$ cat config.mk
export PLATFORM = sky130hd
export DESIGN_NAME = delayed_and_periodic_event_timer_core
export DESIGN_NICKNAME = d
export VERILOG_FILES = /design/src/hdl/dpet_pkg.sv /design/src/hdl/delayed_and_periodic_event_timer_core.sv /design/src/hdl/dpet_cell.sv /design/src/hdl/dpet_slot_proc.sv
export SDC_FILE = /design/constraint.sdc
export NUM_CORES = 2
export LEC_CHECK = 0
export BUFFER_PORTS_ARGS = -buffer_cell sky130_fd_sc_hd__buf_2
export CAP_MARGIN = 20
export CORE_MARGIN = 2
export CORE_UTILIZATION = 55
export CTS_CLUSTER_SIZE = 20
export DETAILED_ROUTE_END_ITERATION = 12
export GPL_TIMING_DRIVEN = 1
export PLACE_DENSITY = 0.74
export SLEW_MARGIN = 25
export SYNTH_ARGS = -nofsm -noshare
export SYNTH_HDL_FRONTEND = slang
export SYNTH_SLANG_ARGS = --single-unit
$ cat constraint.sdc
create_clock -name clk_i -period 36.1 [get_ports clk_i]
set_input_delay 5.415 -clock clk_i [delete_from_list [all_inputs] [get_ports clk_i]]
set_output_delay 5.415 -clock clk_i [all_outputs]
set_load 0.1 [all_outputs]
$ cat src/hdl/dpet_pkg.sv
package dpet_pkg;

  localparam int unsigned SLOTS     = 16;
  localparam int unsigned TIME_BITS = 24;
  localparam int unsigned SLOT_W    = $clog2(SLOTS);
  localparam int unsigned PROD_W    = 32;
  localparam int unsigned SCALE_SH  = 8;
  localparam int unsigned WIDE_W    = 33;

  localparam logic [WIDE_W-1:0] TMAX_WIDE = (WIDE_W'(1) << TIME_BITS) - WIDE_W'(1);
  localparam logic [15:0]       SCALE_RESET = 16'd256;

  typedef enum logic [1:0] {
    CMD_TICK    = 2'd0,
    CMD_ADD_ONE = 2'd1,
    CMD_ADD_REP = 2'd2,
    CMD_NONE    = 2'd3
  } cmd_e;

  typedef enum logic [1:0] {
    RES_FIRED = 2'd0,
    RES_ADDED = 2'd1,
    RES_FULL  = 2'd2,
    RES_DONE  = 2'd3
  } res_e;

  typedef enum logic [4:0] {
    S_IDLE = 5'b00001,
    S_MUL  = 5'b00010,
    S_SAT  = 5'b00100,
    S_SCAN = 5'b01000,
    S_DONE = 5'b10000
  } state_e;

  typedef struct packed {
    cmd_e        command;
    logic [15:0] elapsed;
    logic [23:0] start_delay;
    logic [23:0] period;
    logic [7:0]  callback_id;
  } ev_in_t;

  typedef struct packed {
    res_e        event_res;
    logic [3:0]  slot;
    logic [7:0]  fired_id;
    logic [23:0] scaled_delta;
    logic        last;
  } ev_out_t;

  typedef struct packed {
    logic                 valid;
    logic                 started;
    logic                 repeats;
    logic [TIME_BITS-1:0] wait_cnt;
    logic [TIME_BITS-1:0] first_delay;
    logic [TIME_BITS-1:0] repeat_period;
    logic [7:0]           callback;
  } slot_t;

  typedef struct packed {
    logic tick;
    logic alloc_en;
  } proc_ctl_t;

  typedef struct packed {
    logic fire;
    logic alloc;
  } proc_stat_t;

endpackage

$ cat src/hdl/delayed_and_periodic_event_timer_core.sv
// timer table with slot-numbered one-shot and repeating timers
// command channel: an item transfers on a clock edge with start high and busy low
// tick: 16 x 16 scale multiply, saturate, then one pass over all slots
// add: one pass over all slots, the lowest free slot takes the new timer
// the slots sit in a ring of cells that rotates one place per cycle during a pass,
// and a pass leaves every slot back in its own cell
// an unknown command is taken and dropped, busy stays low
// the next command can transfer at the edge that takes the final result, and no
// command is taken before that
// results: res_strobe_o marks one result for one cycle, firings in slot order
// during the pass, then tick done, added or table full with last set
// the receiver cannot stall, every strobed result is final
// time_scale write channel: a transfer on cfg_valid_i with cfg_ready_o, held
// ready; write only while the block is idle
// reset: all slots free, time_scale back to 1.0, no result pending
module delayed_and_periodic_event_timer_core
  import dpet_pkg::*;
(
  input  logic        clk_i,
  input  logic        rst_ni,
  input  logic        start,
  output logic        busy,
  input  ev_in_t      cmd_i,
  output logic        res_strobe_o,
  output ev_out_t     res_o,
  input  logic        cfg_valid_i,
  output logic        cfg_ready_o,
  input  logic [15:0] cfg_data_i
);

  state_e               state_q, state_d;
  ev_in_t               cmd_q;
  logic [SLOT_W-1:0]    step_q, step_d;
  logic                 alloc_q, alloc_d;
  logic [SLOT_W-1:0]    alloc_slot_q, alloc_slot_d;
  logic [PROD_W-1:0]    prod_q;
  logic [TIME_BITS-1:0] scaled_q;
  logic [15:0]          scale_q;
  logic                 res_strobe_q, res_strobe_d;
  ev_out_t              res_q, res_d;

  slot_t                chain [SLOTS];
  slot_t                proc_next;
  slot_t                new_slot;
  proc_ctl_t            ctl;
  proc_stat_t           stat;
  logic                 shift;
  logic                 accept;
  logic                 last_step;
  logic [WIDE_W-1:0]    raw_wide;
  logic [TIME_BITS-1:0] scaled_d;

  assign busy        = (state_q != S_IDLE);
  assign accept      = start && !busy;
  assign cfg_ready_o = 1'b1;
  assign shift       = (state_q == S_SCAN);
  assign last_step   = (step_q == SLOT_W'(SLOTS - 1));

  // slot ring
  for (genvar i = 0; i < SLOTS; i++) begin : g_cell
    if (i == SLOTS - 1) begin : g_tail
      dpet_cell u_cell (
        .clk_i  (clk_i),
        .rst_ni (rst_ni),
        .shift_i(shift),
        .slot_i (proc_next),
        .slot_o (chain[i])
      );
    end else begin : g_body
      dpet_cell u_cell (
        .clk_i  (clk_i),
        .rst_ni (rst_ni),
        .shift_i(shift),
        .slot_i (chain[i+1]),
        .slot_o (chain[i])
      );
    end
  end

  assign new_slot = '{valid:         1'b1,
                      started:       1'b0,
                      repeats:       (cmd_q.command == CMD_ADD_REP),
                      wait_cnt:      '0,
                      first_delay:   TIME_BITS'(cmd_q.start_delay),
                      repeat_period: (cmd_q.command == CMD_ADD_REP) ?
                                     TIME_BITS'(cmd_q.period) : '0,
                      callback:      cmd_q.callback_id};

  assign ctl.tick     = (cmd_q.command == CMD_TICK);
  assign ctl.alloc_en = (cmd_q.command != CMD_TICK) && !alloc_q;

  dpet_slot_proc u_proc (
    .head_i    (chain[0]),
    .new_slot_i(new_slot),
    .ctl_i     (ctl),
    .scaled_i  (scaled_q),
    .next_o    (proc_next),
    .stat_o    (stat)
  );

  assign raw_wide = WIDE_W'(prod_q[PROD_W-1:SCALE_SH]);
  assign scaled_d = (raw_wide > TMAX_WIDE) ? '1 : TIME_BITS'(raw_wide);

  always_comb begin
    state_d      = state_q;
    step_d       = step_q;
    alloc_d      = alloc_q;
    alloc_slot_d = alloc_slot_q;
    res_strobe_d = 1'b0;
    res_d        = res_q;
    unique case (state_q)
      S_IDLE: begin
        step_d  = '0;
        alloc_d = 1'b0;
        if (accept) begin
          unique case (cmd_i.command) inside
            CMD_TICK:                 state_d = S_MUL;
            CMD_ADD_ONE, CMD_ADD_REP: state_d = S_SCAN;
            default:                  state_d = S_IDLE;
          endcase
        end
      end
      S_MUL: begin
        state_d = S_SAT;
      end
      S_SAT: begin
        state_d = S_SCAN;
      end
      S_SCAN: begin
        step_d = step_q + SLOT_W'(1);
        if (stat.alloc) begin
          alloc_d      = 1'b1;
          alloc_slot_d = step_q;
        end
        if (stat.fire) begin
          res_strobe_d = 1'b1;
          res_d        = '{event_res:    RES_FIRED,
                           slot:         4'(step_q),
                           fired_id:     chain[0].callback,
                           scaled_delta: '0,
                           last:         1'b0};
        end
        if (last_step) begin
          state_d = S_DONE;
        end
      end
      S_DONE: begin
        res_strobe_d = 1'b1;
        state_d      = S_IDLE;
        if (cmd_q.command == CMD_TICK) begin
          res_d = '{event_res:    RES_DONE,
                    slot:         '0,
                    fired_id:     '0,
                    scaled_delta: 24'(scaled_q),
                    last:         1'b1};
        end else if (alloc_q) begin
          res_d = '{event_res:    RES_ADDED,
                    slot:         4'(alloc_slot_q),
                    fired_id:     '0,
                    scaled_delta: '0,
                    last:         1'b1};
        end else begin
          res_d = '{event_res:    RES_FULL,
                    slot:         '0,
                    fired_id:     '0,
                    scaled_delta: '0,
                    last:         1'b1};
        end
      end
      default: state_d = S_IDLE;
    endcase
  end

  always_ff @(posedge clk_i or negedge rst_ni) begin
    if (!rst_ni) begin
      state_q      <= S_IDLE;
      step_q       <= '0;
      alloc_q      <= 1'b0;
      res_strobe_q <= 1'b0;
      scale_q      <= SCALE_RESET;
    end else begin
      state_q      <= state_d;
      step_q       <= step_d;
      alloc_q      <= alloc_d;
      res_strobe_q <= res_strobe_d;
      if (cfg_valid_i && cfg_ready_o) begin
        scale_q <= cfg_data_i;
      end
    end
  end

  always_ff @(posedge clk_i) begin
    alloc_slot_q <= alloc_slot_d;
    res_q        <= res_d;
    if (accept) begin
      cmd_q <= cmd_i;
    end
    if (state_q == S_MUL) begin
      prod_q <= PROD_W'(cmd_q.elapsed) * PROD_W'(scale_q);
    end
    if (state_q == S_SAT) begin
      scaled_q <= scaled_d;
    end
  end

  assign res_strobe_o = res_strobe_q;
  assign res_o        = res_q;

endmodule

$ cat src/hdl/dpet_cell.sv
module dpet_cell
  import dpet_pkg::*;
(
  input  logic  clk_i,
  input  logic  rst_ni,
  input  logic  shift_i,
  input  slot_t slot_i,
  output slot_t slot_o
);

  logic                 valid_q;
  logic                 started_q;
  logic                 repeats_q;
  logic [TIME_BITS-1:0] wait_q;
  logic [TIME_BITS-1:0] first_q;
  logic [TIME_BITS-1:0] period_q;
  logic [7:0]           callback_q;

  always_ff @(posedge clk_i or negedge rst_ni) begin
    if (!rst_ni) begin
      valid_q   <= 1'b0;
      started_q <= 1'b0;
    end else if (shift_i) begin
      valid_q   <= slot_i.valid;
      started_q <= slot_i.started;
    end
  end

  always_ff @(posedge clk_i) begin
    if (shift_i) begin
      repeats_q  <= slot_i.repeats;
      wait_q     <= slot_i.wait_cnt;
      first_q    <= slot_i.first_delay;
      period_q   <= slot_i.repeat_period;
      callback_q <= slot_i.callback;
    end
  end

  assign slot_o = '{valid:         valid_q,
                    started:       started_q,
                    repeats:       repeats_q,
                    wait_cnt:      wait_q,
                    first_delay:   first_q,
                    repeat_period: period_q,
                    callback:      callback_q};

endmodule

$ cat src/hdl/dpet_slot_proc.sv
module dpet_slot_proc
  import dpet_pkg::*;
(
  input  slot_t                head_i,
  input  slot_t                new_slot_i,
  input  proc_ctl_t            ctl_i,
  input  logic [TIME_BITS-1:0] scaled_i,
  output slot_t                next_o,
  output proc_stat_t           stat_o
);

  logic [TIME_BITS:0]   sum;
  logic [TIME_BITS-1:0] w;
  logic [TIME_BITS-1:0] goal;

  assign sum  = {1'b0, head_i.wait_cnt} + {1'b0, scaled_i};
  assign w    = sum[TIME_BITS] ? '1 : sum[TIME_BITS-1:0];
  assign goal = head_i.started ? head_i.repeat_period : head_i.first_delay;

  always_comb begin
    next_o       = head_i;
    stat_o.fire  = 1'b0;
    stat_o.alloc = 1'b0;
    if (ctl_i.tick && head_i.valid) begin
      next_o.wait_cnt = w;
      if (w >= goal) begin
        stat_o.fire     = 1'b1;
        next_o.started  = 1'b1;
        next_o.wait_cnt = '0;
        if (!head_i.repeats) begin
          next_o.valid = 1'b0;
        end
      end
    end else if (ctl_i.alloc_en && !head_i.valid) begin
      next_o       = new_slot_i;
      stat_o.alloc = 1'b1;
    end
  end

endmodule

After elaboration in Yosys (flattened, before gate mapping)
Index checks and enable logic that the tools add are counted.
Operators by class
  multipliers: 1
  equal/unequal tests: 14
  muxes and demuxes: 28
  shift operators: 0
  $lt $le $gt $ge: 2
  div/mod/pow operators: 0
  reductions and logical operators: 17
  bitwise gates (word level): 0
  $add $sub $neg: 2
Operators by type and width (number)
  24-bit 2-to-1 mux: 5
  39-bit 2-to-1 mux: 3
  83-bit 2-to-1 mux: 1
  39-bit case mux with 2 select lines: 1
  56-bit 2-to-1 mux: 1
  16-bit by 16-bit multiplier with 32-bit output: 1
  24-bit by 24-bit adder with 25-bit output: 1
  24-bit greater-or-equal comparator: 1
  24-bit > comparator, second input constant: 1
  5-bit case mux with 4 select lines: 1
  4-bit case mux with 2 select lines: 2
  5-bit 2-to-1 mux: 2
  1-bit 2-to-1 mux: 8
  2-bit != test, second input constant: 4
  2-bit AND reduction: 4
  2-bit nonzero test: 3
  5-bit by 1-bit == test with 1-bit output, second input constant: 1
  5-bit by 2-bit == test with 1-bit output, second input constant: 1
  5-bit by 3-bit == test with 1-bit output, second input constant: 1
  5-bit by 4-bit == test with 1-bit output, second input constant: 1
  5-bit == test, second input constant: 1
  5-bit by 1-bit != test with 1-bit output, second input constant: 1
  4-bit by 1-bit adder with 4-bit output, second input constant: 1
  2-bit == test, second input constant: 2
  other kinds (8): 16
Word-level totals
  flip-flop bits (word level): 1528
  word-level logic and storage cells: 194
  memory bits (read-only): 0
  bits of input ports: 94
  bits in latches: 0
  RAM bits: 0
  memories: 0

Logic depth before layout (Yosys ltp)
  word-level depth: 7
  gate-level depth with buffers: 23

Cells and area by module
A second synthesis with hierarchy kept.
Unflattened totals
  cell total of the unflattened synthesis: 3182
  area, all modules: 58965.3 um2
By module, submodules not included
  dpet_cell: area an instance 2527.4 um2, cells an instance 88, times used 16
  delayed_and_periodic_event_timer_core: area an instance 15158.3 um2, cells an instance 1362, times used 1
  dpet_slot_proc: area an instance 3368.2 um2, cells an instance 412, times used 1

Worst setup path after synthesis
OpenSTA, ideal clock, no wires.
  kind: register to register
  from: reg state_q[4]
  to: reg g_cell[0].g_body.u_cell.callback_q[0], enable pin
  slack: -2.085 ns
  data arrival time: 36.018 ns
  required time: 33.933 ns
  clock period less this slack: 38.185 ns
  stages on the path, launching flop included: 6
  cells stage by stage: dfrtp_1 > nor3_1 > nand3b_1 > inv_1 > clkbuf_1 > clkbuf_1
Between the ends
  cells in the longest elaborated chain, start to end: 1
RTL lines
  start: declaration: line delayed_and_periodic_event_timer_core.sv:31  | state_e state_q, state_d;
  start signal: assignment: line delayed_and_periodic_event_timer_core.sv:182  | state_q <= state_d;
  5-bit by 4-bit == test with 1-bit output: line delayed_and_periodic_event_timer_core.sv:56  | assign shift = (state_q == S_SCAN);
  end signal: assignment: line dpet_cell.sv:35  | callback_q <= slot_i.callback;
  end: declaration: line dpet_cell.sv:17  | logic [7:0] callback_q;
No other way between the ends.
A chain may end at the register's enable or synchronous reset.

Worst setup path after layout
  from: reg state_q[4]
  to: out busy
Between the ends
  cells in the longest elaborated chain, start to end: 1
RTL lines
  5-bit by 1-bit != test with 1-bit output: line delayed_and_periodic_event_timer_core.sv:53  | assign busy = (state_q != S_IDLE);
  end: declaration: line delayed_and_periodic_event_timer_core.sv:22  | output logic busy,
No other way between the ends.

==> key figures <==
Routing
  • WL per Instance: 20.5 microns
  • Final wirelength: 99800 microns
  • Drt pass-1 iters: 7
  • Via total after detailed routing: 26.0k
  • Post-DR vias/cell: 5.34
  • Drt drc: 0
  • Routed Antenna Nets: 0
  • Starting DRT DRC Count: 2492

CTS
  • Postcts setup bufs: 0
  • Clock buffer count from CTS: 147
  • CTS Root Cell: clkbuf_16
  • CTS Hold Buffers Added: 0
  • TritonCTS clock tree: built
  • Clk sinks: 1520
  • Post-CTS sizing: 0
  • Htree depth: 4
  • Worst-Skew Late Latency: 760 ps
  • CTS Buffer Depth: 3
  • Reg clk slew, reported paths: 60 ps

Global route
  • Overall fraction of global-route tracks in use: 18.8%
  • Global route overflow: 0
  • First-pass GRT wire length: 151000 microns
  • Pin count of the biggest net entering global routing: 208
  • Vias in the first global route: 26.2k
  • Initial antenna violation count: 3

Floorplan
  • Core area: 104000 sq um
  • Die Area: 108000 sq um
  • IO Count: 136
  • Chip height: 328 microns
  • Num rows: 118
  • Initial core utilization: 55.6%
  • Chip width: 328 microns

Setup path
  • Required time at the worst-slack endpoint: 30680 ps
  • Crit Path Max Fanout: 6
  • CP endpoint kind: output pin
  • Worst EP arrival: 2550 ps
  • CP Launch Type: flop
  • Crit Path Category: flop to output pin

Timing
  • Part of the cycle the worst path needs: 22.1%
  • Final setup vio count: 0
  • Final worst setup slack: 28140 ps
  • Worst slew pin tran: 1090 ps
  • RSZ-0062 raised after global routing: false
  • Final Critical Period: 7960 ps
  • Fmax: 0.126 GHz
  • Fin. Hold Viols: 0
  • Relative max-transition margin: 26.9%
  • Max Clock Skew: 33.5 ps
  • Setup TNS: 0 ps
  • Count of pins over their slew limit: 0

Layout
  • Sequential Area: 45400 sq um
  • Nets: 3811
  • Area growth, synth to finish: 12.5%
  • FILL cells: 7031
  • Layout cells sized above 1: 11.9%
  • Multi-input logic area: 11100 sq um

Place
  • Gp weighted congestion: 0.870
  • Port bufs: 134
  • Dpl ws: 28930 ps
  • HPWL after DPL: 61200 microns

Logic synthesis
  • Asr flop ratio synth: 3.88%
  • Synthesized-area fraction occupied by adder cells: 10.0%
  • Sequential area share after synthesis: 78.6%
  • Post-synthesis compound-gate area fraction: 2.80%
  • Synthesized cell area: 57700 sq um
  • #FFs+latches synth: 1520
  • Largest family of logic cells by synthesized area: adder cells
  • YS warnings: 0
  • XOR/XNOR Fraction of Synth Area: 0.486%
  • Yosys cell types: 61
  • Main synth FF type: edfxtp_1
  • Synth Area in Simple Gates: 5.13%
  • Syn avg cell area: 18.3 sq um
  • EDFF count, synth: 1461
  • Post-Synthesis Cells: 3151
  • Portion of netlist area occupied by mux cells: 0.748%
  • Syn nets: 3591

Status
  • Status: completed

Hold path
  • Worst Hold Class: flop to flop

Run
  • Max Cap Viol: 0
-- worst max-delay path: stages, from the launching register on --
cell,delay [ps]
dfrtp_1,440
or3_1,390
nor3b_1,480
inv_1,170
buf_2,330
-- cells in the mapped netlist, types with 6 or more instances --
master | number | area (sq um)
a211oi_1 | 8 | 60.1
a21o_1 | 30 | 225
a21oi_1 | 48 | 240
a22o_1 | 49 | 429
and2_1 | 150 | 938
and3_1 | 8 | 50.1
clkbuf_1 | 89 | 334
dfrtp_1 | 57 | 1430
edfxtp_1 | 1461 | 43900
fa_1 | 194 | 3880
ha_1 | 152 | 1900
inv_1 | 244 | 916
mux2_2 | 17 | 191
mux2i_1 | 24 | 240
nand2_1 | 377 | 1420
nand2b_1 | 7 | 43.8
nand3_1 | 8 | 40.0
nand4_1 | 11 | 68.8
nor2_1 | 36 | 135
nor2b_1 | 8 | 50.1
nor3_1 | 11 | 55.1
nor3b_1 | 6 | 45.0
o21a_1 | 8 | 60.1
o21ai_0 | 40 | 200
o21ai_1 | 9 | 45.0
o21bai_1 | 7 | 52.6
or3_1 | 6 | 37.5
xnor2_1 | 20 | 175
xor2_1 | 12 | 105
-- cells in the final DEF (no fill, tap or decap), types with 47 or more instances in the layout --
cell	netlist	final
dfrtp_1	57	57
fa_1	194	194
clkbuf_16	0	149
buf_2	2	134
inv_1	244	243
a22o_1	49	49
a21oi_1	48	47
and2_1	150	149
edfxtp_1	1461	1461
nand2_1	377	377
ha_1	152	152
-- layout make-up --
class	instances	share of cell area [%]
inverters	244	1.42
clock inverters	78	1.42
well taps	1380	2.66
multi-input cells	1293	17.1
diodes	1	0.00386
flip-flops and latches	1520	69.9
repair buffers	165	1.50
clock buffers	182	5.97
-- sequential cells by signal (all words and copies together) (netlist names), 16 cells and up --
name                             flops
cmd_q                               74
g_cell.g_body.u_cell.callback_q    120
g_cell.g_body.u_cell.first_q       360
g_cell.g_body.u_cell.period_q      360
g_cell.g_body.u_cell.wait_q        360
g_cell.g_tail.u_cell.first_q        24
g_cell.g_tail.u_cell.period_q       24
g_cell.g_tail.u_cell.wait_q         24
prod_q                              24
res_o                               39
scale_q                             16
scaled_q                            24
-- routing by layer --
layer	track usage, %	part of all wire [%]
met5	0	0.013
met4	7.08	3.2
met3	3.61	6.0
met2	27.4	44
met1	28.6	47
-- through the flow --
stage                     cells  hold WS [ps]  instance area, sq um  util [%]
after floorplan            3151           400                 57700         -
after global placement     4600           400                 60000      57.8
after detailed placement   4600           405                 60000      57.8
after CTS                  4860           400                 64800      62.5
after global routing       4862           408                 64900      62.5
final                      4863           399                 64900      62.5
-- cells by family after synthesis --
| logic type | after synthesis |
|---|---|
| buf+inv | 338 |
| xor+xnor | 32 |
| fa+ha+maj | 346 |
| flops | 1520 |
| other cells | 1 |
| simple gates | 639 |
| mux | 41 |
| compound gates | 234 |
-- path summary, 6_finish.rpt --
check                                                                start                                         endpoint  slack (ps)  cells after the start
max                                                 state_q[4]$_DFFE_PN0P_                                             busy       28140                      4
min                        g_cell[6].g_body.u_cell.callback_q[6]$_DFFE_PP_  g_cell[5].g_body.u_cell.callback_q[6]$_DFFE_PP_         400                      0
max reg2reg                                            cmd_q[68]$_DFFE_PP_                             prod_q[28]$_DFFE_PP_       29130                     20
min reg2reg                g_cell[6].g_body.u_cell.callback_q[6]$_DFFE_PP_  g_cell[5].g_body.u_cell.callback_q[6]$_DFFE_PP_         400                      0
max in group asynchronous                                           rst_ni      g_cell[2].g_body.u_cell.valid_q$_DFFE_PN0P_       30770                      2
min in group asynchronous                                           rst_ni                            step_q[3]$_DFFE_PN0P_        4820                      2
Power is not shown: default switching activity piles up to over one toggle a cycle in this logic, so the estimate is an artifact.
